`config.mk`:
```
export PLATFORM = sky130hd
export DESIGN_NAME = bpe_token_encoder_top
export DESIGN_NICKNAME = d
export VERILOG_FILES = /design/src/rtl/bpe_pkg.sv /design/src/rtl/bpe_cell.sv /design/src/rtl/bpe_token_encoder_top.sv
export VERILOG_INCLUDE_DIRS = /design/src /design/src/rtl
export SDC_FILE = /design/constraint.sdc
export NUM_CORES = 2
export LEC_CHECK = 0
export BUFFER_PORTS_ARGS = -buffer_cell sky130_fd_sc_hd__buf_2
export CAP_MARGIN = 20
export CORE_ASPECT_RATIO = 1.4
export CORE_UTILIZATION = 45
export DETAILED_ROUTE_END_ITERATION = 7
export SLEW_MARGIN = 30
export SYNTH_ARGS = -nofsm -noshare
export SYNTH_HDL_FRONTEND = slang
export SYNTH_SLANG_ARGS = --single-unit
export TNS_END_PERCENT = 5
```
`constraint.sdc`:
```
create_clock -name clk -period 6.3 [get_ports clk]
set_clock_uncertainty 0.1 [all_clocks]
set_input_delay 0 -clock clk [delete_from_list [all_inputs] [get_ports clk]]
set_output_delay 0 -clock clk [all_outputs]
set_load 0.02 [all_outputs]
```
`src/rtl/bpe_token_encoder_top_defines.svh`:
```
// Assertion macros shared by the encoder RTL files.
`ifndef BPE_TOKEN_ENCODER_TOP_DEFINES_SVH
`define BPE_TOKEN_ENCODER_TOP_DEFINES_SVH

// Same-cycle implication, checked outside reset.
`define BPE_ASSERT_SAME(label, ante, cons, msg) \
	label: assert property (@(posedge clk) disable iff (!arst_n) (ante) |-> (cons)) \
		else $error(msg);

// Next-cycle implication, checked outside reset.
`define BPE_ASSERT_NEXT(label, ante, cons, msg) \
	label: assert property (@(posedge clk) disable iff (!arst_n) (ante) |=> (cons)) \
		else $error(msg);

`endif

```
`src/rtl/bpe_pkg.sv`:
```
// Shared types and constants for the BPE token encoder.
package bpe_pkg;

	localparam int MAX_MERGES_DEFAULT = 32;
	localparam int BASE_IDS           = 256;
	localparam int TOKEN_W            = 9;
	localparam int BYTE_W             = 8;
	localparam int RULE_IDX_W         = 5;
	localparam int RULE_SLOTS         = 1 << RULE_IDX_W;
	localparam int CFG_W              = 6;
	localparam int IN_TDATA_W         = 32;
	localparam int OUT_TDATA_W        = 16;

	typedef logic [TOKEN_W-1:0]    token_t;
	typedef logic [RULE_IDX_W-1:0] rule_idx_t;
	typedef logic [CFG_W-1:0]      cfg_t;

	// Input item kinds carried on s_tuser
	localparam logic OP_LOAD = 1'b0;
	localparam logic OP_TEXT = 1'b1;

	// Messages that travel down the cell chain
	typedef enum logic [1:0] {
		MSG_TOKEN,
		MSG_STEP,
		MSG_FLUSH,
		MSG_LOAD
	} msg_kind_t;

	typedef struct packed {
		msg_kind_t kind;
		rule_idx_t idx;
		token_t    tok;
		token_t    right;
	} msg_t;

endpackage

```
`src/rtl/bpe_cell.sv`:
```
// One merge stage of the encoder chain with a two-entry output queue.
`include "bpe_token_encoder_top_defines.svh"

module bpe_cell #(
	parameter int CellId = 0
) (
	input  logic          clk,
	input  logic          arst_n,
	input  bpe_pkg::cfg_t active_merges,
	input  logic          in_valid,
	output logic          in_ready,
	input  bpe_pkg::msg_t in_msg,
	output logic          out_valid,
	input  logic          out_ready,
	output bpe_pkg::msg_t out_msg
);

	localparam bpe_pkg::token_t MergeTok = bpe_pkg::token_t'(bpe_pkg::BASE_IDS + CellId);

	bpe_pkg::token_t rule_left_q;
	bpe_pkg::token_t rule_right_q;
	bpe_pkg::token_t held_q;
	logic            held_v_q;
	bpe_pkg::msg_t   slot0_q;
	bpe_pkg::msg_t   slot1_q;
	logic [1:0]      count_q;

	logic          space;
	logic          cell_active;
	logic          idx_hit;
	logic          match;
	logic          flush_held;
	logic          emit;
	bpe_pkg::msg_t emit_msg;
	logic          held_set;
	logic          held_clr;
	logic          rule_wr;
	logic          pop;

	assign space       = (count_q != 2'd2);
	assign cell_active = (active_merges > bpe_pkg::cfg_t'(CellId));
	assign idx_hit     = (CellId < bpe_pkg::RULE_SLOTS) &&
		(in_msg.idx == bpe_pkg::rule_idx_t'(CellId));
	assign match       = (held_q == rule_left_q) && (in_msg.tok == rule_right_q);

	// Release the held token first on a flush, or on any text traffic while out of force
	assign flush_held = held_v_q && (in_msg.kind != bpe_pkg::MSG_LOAD) &&
		(!cell_active || (in_msg.kind == bpe_pkg::MSG_FLUSH));

	assign in_ready = space && !flush_held;

	// Decide what this request produces
	always_comb begin
		emit     = 1'b0;
		emit_msg = in_msg;
		held_set = 1'b0;
		held_clr = 1'b0;
		rule_wr  = 1'b0;
		if (in_valid && space) begin
			if (flush_held) begin
				emit          = 1'b1;
				emit_msg.kind = bpe_pkg::MSG_TOKEN;
				emit_msg.tok  = held_q;
				held_clr      = 1'b1;
			end else begin
				case (in_msg.kind)
					bpe_pkg::MSG_LOAD: begin
						emit    = 1'b1;
						rule_wr = idx_hit;
					end
					bpe_pkg::MSG_TOKEN: begin
						if (!cell_active) begin
							emit = 1'b1;
						end else if (!held_v_q) begin
							held_set = 1'b1;
						end else if (match) begin
							emit         = 1'b1;
							emit_msg.tok = MergeTok;
							held_clr     = 1'b1;
						end else begin
							emit         = 1'b1;
							emit_msg.tok = held_q;
							held_set     = 1'b1;
						end
					end
					default: begin
						emit = 1'b1;
					end
				endcase
			end
		end
	end

	assign pop       = (count_q != 2'd0) && out_ready;
	assign out_valid = (count_q != 2'd0);
	assign out_msg   = slot0_q;

	// Control state
	always_ff @(posedge clk or negedge arst_n) begin
		if (!arst_n) begin
			count_q  <= 2'd0;
			held_v_q <= 1'b0;
		end else begin
			count_q <= count_q + {1'b0, emit} - {1'b0, pop};
			if (held_clr) begin
				held_v_q <= 1'b0;
			end else if (held_set) begin
				held_v_q <= 1'b1;
			end
		end
	end

	// Queue, held token and rule payload
	always_ff @(posedge clk) begin
		if (emit && ((count_q == 2'd0) || ((count_q == 2'd1) && pop))) begin
			slot0_q <= emit_msg;
		end else if (pop) begin
			slot0_q <= slot1_q;
		end
		if (emit && (count_q == 2'd1) && !pop) begin
			slot1_q <= emit_msg;
		end
		if (held_set) begin
			held_q <= in_msg.tok;
		end
		if (rule_wr) begin
			rule_left_q  <= in_msg.tok;
			rule_right_q <= in_msg.right;
		end
	end

	`BPE_ASSERT_NEXT(a_flush_empties_cell, in_valid && in_ready && in_msg.kind == bpe_pkg::MSG_FLUSH, !held_v_q, "cell still holds a token after passing a flush")
	`BPE_ASSERT_NEXT(a_idle_cell_holds_nothing, in_valid && in_ready && !cell_active && in_msg.kind != bpe_pkg::MSG_LOAD, !held_v_q, "stage out of force captured a token")

endmodule

```
`src/rtl/bpe_token_encoder_top.sv`:
```
// Byte-level BPE encoder: input adapter, chain of merge cells, output tagging.
// Load items (s_tuser = 0) write one merge rule and enter the chain without a marker. A
// text byte (s_tuser = 1) enters the first cell as a token followed by a step marker, so
// the input cannot take a new byte until the marker has entered the chain; both messages
// use the one request slot of the first cell. The tail holds a token back until the next
// message behind it arrives. A byte with s_tlast set flushes every held token, and each
// cell that holds one sends it on ahead of the flush marker. The last token of the text
// is tagged with m_tlast. The merge rule count is written on the cfg port, which is
// always ready; write it only while the chain is empty.
`include "bpe_token_encoder_top_defines.svh"

module bpe_token_encoder_top #(
	parameter int MAX_MERGES = bpe_pkg::MAX_MERGES_DEFAULT
) (
	input  logic                            clk,
	input  logic                            arst_n,
	// cfg_data: active_merges
	input  logic                            cfg_valid,
	output logic                            cfg_ready,
	input  logic [bpe_pkg::CFG_W-1:0]       cfg_data,
	input  logic                            s_tvalid,
	output logic                            s_tready,
	// s_tdata: rule_index[4:0], left_id[13:5], right_id[22:14], text_byte[30:23], zero[31]
	input  logic [bpe_pkg::IN_TDATA_W-1:0]  s_tdata,
	// s_tuser: op
	input  logic                            s_tuser,
	input  logic                            s_tlast,
	output logic                            m_tvalid,
	input  logic                            m_tready,
	// m_tdata: token_id[8:0], zero[15:9]
	output logic [bpe_pkg::OUT_TDATA_W-1:0] m_tdata,
	output logic                            m_tlast
);

	bpe_pkg::cfg_t        active_q;
	logic                 pend_v_q;
	bpe_pkg::msg_kind_t   pend_kind_q;
	bpe_pkg::token_t      look_q;
	logic                 look_v_q;
	logic                 m_tvalid_q;
	bpe_pkg::token_t      m_tok_q;
	logic                 m_last_q;

	logic [MAX_MERGES:0]  link_valid;
	logic [MAX_MERGES:0]  link_ready;
	bpe_pkg::msg_t        link_msg [MAX_MERGES+1];
	bpe_pkg::msg_t        new_msg;
	bpe_pkg::msg_t        marker_msg;

	logic                 s_take;
	logic                 out_free;
	logic                 tail_ready;
	logic                 tail_take;
	logic                 look_load;
	logic                 look_clr;
	logic                 out_load;
	logic                 out_last;

	// Configuration register
	assign cfg_ready = 1'b1;

	always_ff @(posedge clk or negedge arst_n) begin
		if (!arst_n) begin
			active_q <= '0;
		end else if (cfg_valid && cfg_ready) begin
			active_q <= cfg_data;
		end
	end

	// Unpack the input request into a chain message
	always_comb begin
		new_msg.idx   = s_tdata[4:0];
		new_msg.right = s_tdata[22:14];
		if (s_tuser == bpe_pkg::OP_TEXT) begin
			new_msg.kind = bpe_pkg::MSG_TOKEN;
			new_msg.tok  = bpe_pkg::token_t'(s_tdata[30:23]);
		end else begin
			new_msg.kind = bpe_pkg::MSG_LOAD;
			new_msg.tok  = s_tdata[13:5];
		end
	end

	always_comb begin
		marker_msg      = new_msg;
		marker_msg.kind = pend_kind_q;
	end

	// Feed the byte token, then its step or flush marker
	assign s_tready      = !pend_v_q && link_ready[0];
	assign s_take        = s_tvalid && s_tready;
	assign link_valid[0] = pend_v_q || s_tvalid;
	assign link_msg[0]   = pend_v_q ? marker_msg : new_msg;

	always_ff @(posedge clk or negedge arst_n) begin
		if (!arst_n) begin
			pend_v_q <= 1'b0;
		end else if (s_take && (s_tuser == bpe_pkg::OP_TEXT)) begin
			pend_v_q <= 1'b1;
		end else if (pend_v_q && link_ready[0]) begin
			pend_v_q <= 1'b0;
		end
	end

	always_ff @(posedge clk) begin
		if (s_take) begin
			pend_kind_q <= s_tlast ? bpe_pkg::MSG_FLUSH : bpe_pkg::MSG_STEP;
		end
	end

	// Chain of merge stages in priority order
	for (genvar i = 0; i < MAX_MERGES; i++) begin : g_cell
		bpe_cell #(
			.CellId(i)
		) u_cell (
			.clk          (clk),
			.arst_n       (arst_n),
			.active_merges(active_q),
			.in_valid     (link_valid[i]),
			.in_ready     (link_ready[i]),
			.in_msg       (link_msg[i]),
			.out_valid    (link_valid[i+1]),
			.out_ready    (link_ready[i+1]),
			.out_msg      (link_msg[i+1])
		);
	end

	// Hold one token back until the next message tells whether it ends the text
	assign out_free = !m_tvalid_q || m_tready;

	always_comb begin
		tail_ready = 1'b0;
		look_load  = 1'b0;
		look_clr   = 1'b0;
		out_load   = 1'b0;
		out_last   = 1'b0;
		case (link_msg[MAX_MERGES].kind)
			bpe_pkg::MSG_LOAD: begin
				tail_ready = 1'b1;
			end
			bpe_pkg::MSG_TOKEN: begin
				if (!look_v_q) begin
					tail_ready = 1'b1;
					look_load  = 1'b1;
				end else if (out_free) begin
					tail_ready = 1'b1;
					look_load  = 1'b1;
					out_load   = 1'b1;
				end
			end
			default: begin
				if (!look_v_q) begin
					tail_ready = 1'b1;
				end else if (out_free) begin
					tail_ready = 1'b1;
					look_clr   = 1'b1;
					out_load   = 1'b1;
					out_last   = (link_msg[MAX_MERGES].kind == bpe_pkg::MSG_FLUSH);
				end
			end
		endcase
	end

	assign link_ready[MAX_MERGES] = tail_ready;
	assign tail_take = link_valid[MAX_MERGES] && link_ready[MAX_MERGES];

	always_ff @(posedge clk or negedge arst_n) begin
		if (!arst_n) begin
			look_v_q   <= 1'b0;
			m_tvalid_q <= 1'b0;
		end else begin
			if (tail_take && look_load) begin
				look_v_q <= 1'b1;
			end else if (tail_take && look_clr) begin
				look_v_q <= 1'b0;
			end
			if (tail_take && out_load) begin
				m_tvalid_q <= 1'b1;
			end else if (m_tready) begin
				m_tvalid_q <= 1'b0;
			end
		end
	end

	always_ff @(posedge clk) begin
		if (tail_take && look_load) begin
			look_q <= link_msg[MAX_MERGES].tok;
		end
		if (tail_take && out_load) begin
			m_tok_q  <= look_q;
			m_last_q <= out_last;
		end
	end

	// Result port
	assign m_tvalid = m_tvalid_q;
	assign m_tdata  = {{(bpe_pkg::OUT_TDATA_W - bpe_pkg::TOKEN_W){1'b0}}, m_tok_q};
	assign m_tlast  = m_last_q;

	`BPE_ASSERT_NEXT(a_marker_follows_byte, s_take && s_tuser == bpe_pkg::OP_TEXT,
		pend_v_q, "text byte not followed by a marker")
	`BPE_ASSERT_NEXT(a_final_empties_lookahead, tail_take && out_load && out_last,
		!look_v_q, "token held back after the final token")

endmodule
```
==> reports/qor.csv <==
stage,metric,value,unit
cts,"Gates resized, CTS repair",0,
cts,# clock sinks,2562,
sta,Slew @ Worst Pin,987.4,ps
global_routing,largest net degree at the start of global routing,55,
global_routing,number of global-route vias before repair,58950,
critical_path,nature of the critical path endpoint,flip-flop,
synth,"area leader, netlist",edfxtp_1,
routing,Vias/cell,5.431,
floorplan,I/O pins,65,
sta,Slew Limit Fails,0,
critical_path,CP Cell Sequence,nand2_1 > a211o_1 > o31ai_1 > a211o_1 > nand2_2,
synth,"EDFF count, synth",2457,
critical_path,CP max stage cell,dfrtp_2,
layout,ratio of cells with drive above 1 in the final layout,0.1907,
cts,worst skew pair latency,910,ps
routing,Avg WL per Cell,21.66,um
routing,Post-route DRC,0,
sta,final worst slack,2056,ps
critical_path,critical path class,flip-flop to flip-flop,
routing,routed vias,56630,
routing,Routed WL,225800,um
sta,Worst slew margin,0.3403,
global_routing,gr usage total,0.1884,
global_routing,initial antenna violation count,6,
sta,Achievable Freq,235.6,MHz
sta,Tcrit/Tclk final,0.6737,
layout,Non-Filler Instances,10430,
place,dpl cells,9872,
power,sequential share of power,0.491,
job,max-cap violation count,0,
synth,"FFs w/ async S/R, synth",0.04098,
power,"Power, Total",68.32,mW
cts,CTS clock-pin slew for the worst setup and hold paths,70,ps
place,global placer's final weighted congestion,0.8178,
power,Leak,41.09,nW
critical_path,crit path from,active_q[1]$_DFFE_PN0P_,
routing,DRT antenna net count,0,
critical_path,Worst Path Required,6660,ps
synth,mapped cell area,0.1064,sq mm
critical_path,max incr delay on CP,910,ps
layout,# nets final,7257,
place,"worst slack, placed",2040,ps
cts,H-tree depth,4,
global_routing,gr ovfl total,0,
critical_path,crit start category,flip-flop,
floorplan,Core Box Area,0.2344,sq mm
synth,"Distinct cells, synth",102,
place,DP HPWL,158400,um
critical_path,Worst Path Arrival,4600,ps
cts,Max Buffers Root-to-Sink,4,
sta,hold_ws,66.65,ps
global_routing,global-route wire length before repair,347500,um
floorplan,width of the die,413.0,um
min_path,hold path startpoint,s_tdata[0],
sta,setup violators final,0,
cts,Num CTS Buffers,249,
power,Switching Fraction,0.3409,
routing,drt first pass iters,6,
synth,Synth Register Bits,2562,
cts,CTS root buf,clkbuf_16,
sta,final hold violation count,0,
power,cell internal pwr,45.02,mW
layout,Final Core Density,0.5129,
floorplan,Die H,577.3,um
sta,setup tns final,0,ps
place,placed cell areas,0.1109,sq mm
synth,Syn Area/Cell,15.63,sq um
synth,Synth Flop Type,edfxtp_1,
power,Peak supply drop,338.2,uV
min_path,Tightest Hold Check Type,input port to flip-flop,
power,Clock Power Share,0.221,
floorplan,Core Rows,210,
sta,Period minus WS final,4244,ps
routing,initial DRC count,3522,
synth,sequential share of the synthesized area,0.7181,
critical_path,RR Startpoint,active_q[1]$_DFFE_PN0P_,
synth,Area contributors post-synth,"edfxtp_1 69%, mux2_2 6.7%, xnor2_1 2.7%",
synth,Yosys top cell area share,0.6934,
sta,setup repair after global routing missed its margin,no,
critical_path,Most common cell on crit path,a211o_1,
layout,fin area,0.1202,sq mm
floorplan,die footprint,0.2384,sq mm
power,PwrDens,568.3,mW/mm^2
power,Switch Pwr,23.29,mW
synth,yosys warns,0,
status,outcome,"finished, final reports clean",
critical_path,Max Fanout on Critical Path,25,
power,logic gate share of total power,0.288,
floorplan,Initial Utilization,0.4540,
layout,area added between synthesis and finish,12.99,%
synth,Syn Inst Count,6809,
place,I/O Buffers,55,
cts,TritonCTS clock tree,yes,
-- metal layers --
metal	GRT usage	share of wire	up-vias
met5	0	0	-
li1	-	-	26600
met2	0.3677	0.57	1045
met4	0.07335	0.036	0
met3	0.02207	0.032	446
met1	0.2036	0.36	28540
-- final cells by class --
type	count	area (sq um)
Fill cell	19430	114200
Sequential cell	2562	76420
Multi-Input combinational cell	3808	28560
Clock buffer	295	6526
Tap cell	3074	3846
Timing Repair Buffer	281	2255
Clock inverter	161	1690
Inverter	243	912.1
Antenna cell	3	7.507
-- cells in the final DEF (no fill, tap or decap), types with 27 or more instances in the layout --
cell / n
o22ai_1: 65
o21ai_0: 139
nor3_1: 77
clkbuf_1: 36
o31ai_1: 54
dlygate4sd3_1: 94
nand2_1: 524
edfxtp_1: 2457
nor4_1: 86
clkinv_2: 47
clkinv_1: 40
mux2_2: 633
nor2_1: 252
nor4_2: 30
a31oi_1: 44
a211o_1: 29
dfrtp_1: 99
xor2_1: 310
ha_1: 67
nor2b_1: 55
nand4_1: 104
a22o_1: 28
a21o_1: 58
o221ai_1: 27
buf_2: 54
a21oi_1: 86
bufinv_16: 30
and2_1: 58
mux2i_1: 55
xnor2_1: 330
buf_4: 129
nand2b_1: 44
nand3_1: 97
clkbuf_16: 252
inv_1: 243
a211oi_1: 32
a22oi_1: 36
and3_1: 32
-- synthesized netlist by cell type (36+ instances only) --
| cell | count |
|---|---|
| xnor2_1 | 330 |
| mux2i_1 | 55 |
| ha_1 | 67 |
| and2_1 | 58 |
| nand2b_1 | 45 |
| mux2_2 | 633 |
| clkbuf_1 | 79 |
| nor2b_1 | 55 |
| a21o_1 | 58 |
| inv_1 | 243 |
| nand4_1 | 104 |
| o22ai_1 | 65 |
| a22oi_1 | 36 |
| o21ai_0 | 142 |
| edfxtp_1 | 2457 |
| nor4_1 | 117 |
| nand3_1 | 97 |
| buf_2 | 76 |
| nor2_1 | 254 |
| nand2_1 | 540 |
| xor2_1 | 310 |
| a31oi_1 | 46 |
| nor3_1 | 100 |
| dfrtp_1 | 105 |
| o31ai_1 | 54 |
| a21oi_1 | 94 |
-- power by group through the flow --
stage / Combinational, mW / Clock [mW] / Sequential (mW)
after floorplan: 15.1 / 0 / 31.3
after global placement: 19.2 / 0 / 33.9
after global routing: 21.8 / 16.0 / 34.3
after CTS: 20.0 / 15.5 / 33.8
final: 19.7 / 15.1 / 33.6
after detailed placement: 19.8 / 0 / 34.1
-- kinds of logic after synthesis --
group	Yosys count	synth area share
mux	698	0.07323
flops	2562	0.7181
other cells	2	0.00007058
compound gates	856	0.05807
fa+ha+maj	67	0.007879
buf+inv	445	0.01832
xor+xnor	640	0.05268
simple gates	1539	0.07162
-- registers in the layout (all words and copies together) (netlist names) --
register and cells:
g_cell.u_cell.held_q 288, look_v_q 1, pend_kind_q 2, look_q 9
active_q 6, g_cell.u_cell.slot1_q 786, g_cell.u_cell.held_v_q 32, g_cell.u_cell.out_msg 786
m_tvalid 1, pend_v_q 1, m_tlast 1, g_cell.u_cell.rule_left_q 288
g_cell.u_cell.rule_right_q 288, g_cell.u_cell.count_q 64, m_tok_q 9
-- path summary, 6_finish.rpt --
check | end | slack (ps) | depth (start not counted)
worst min register to register | g_cell[31].u_cell.rule_right_q[4]$_DFFE_PP_ | 320 | 0
worst max-delay path | g_cell[21].u_cell.out_msg[24]$_DFFE_PP_ | 2060 | 5
worst min-delay path | g_cell[0].u_cell.rule_right_q[0]$_DFFE_PP_ | 70 | 4
worst max register to register | g_cell[21].u_cell.out_msg[24]$_DFFE_PP_ | 2060 | 5
max in group asynchronous | active_q[3]$_DFFE_PN0P_ | 5200 | 4
min in group asynchronous | g_cell[31].u_cell.held_v_q$_DFFE_PN0P_ | 110 | 4
-- repair_timing --
| item | in CTS | in global routing |
|---|---|---|
| hold buffers | 95 | 0 |
| hold endpoints to repair | 268 | 0 |
| setup buffers | 0 | 0 |
| endpoints found under the setup margin | 0 | 0 |
-- critical path, delay by kind of cell, from the launching register on --
family,cells,cell delay (ps)
and+or+nand+nor,2,970
DFF,1,910
AOI/OAI and AO/OA,3,1790
Note: power is estimated with default switching activity, not from simulation.
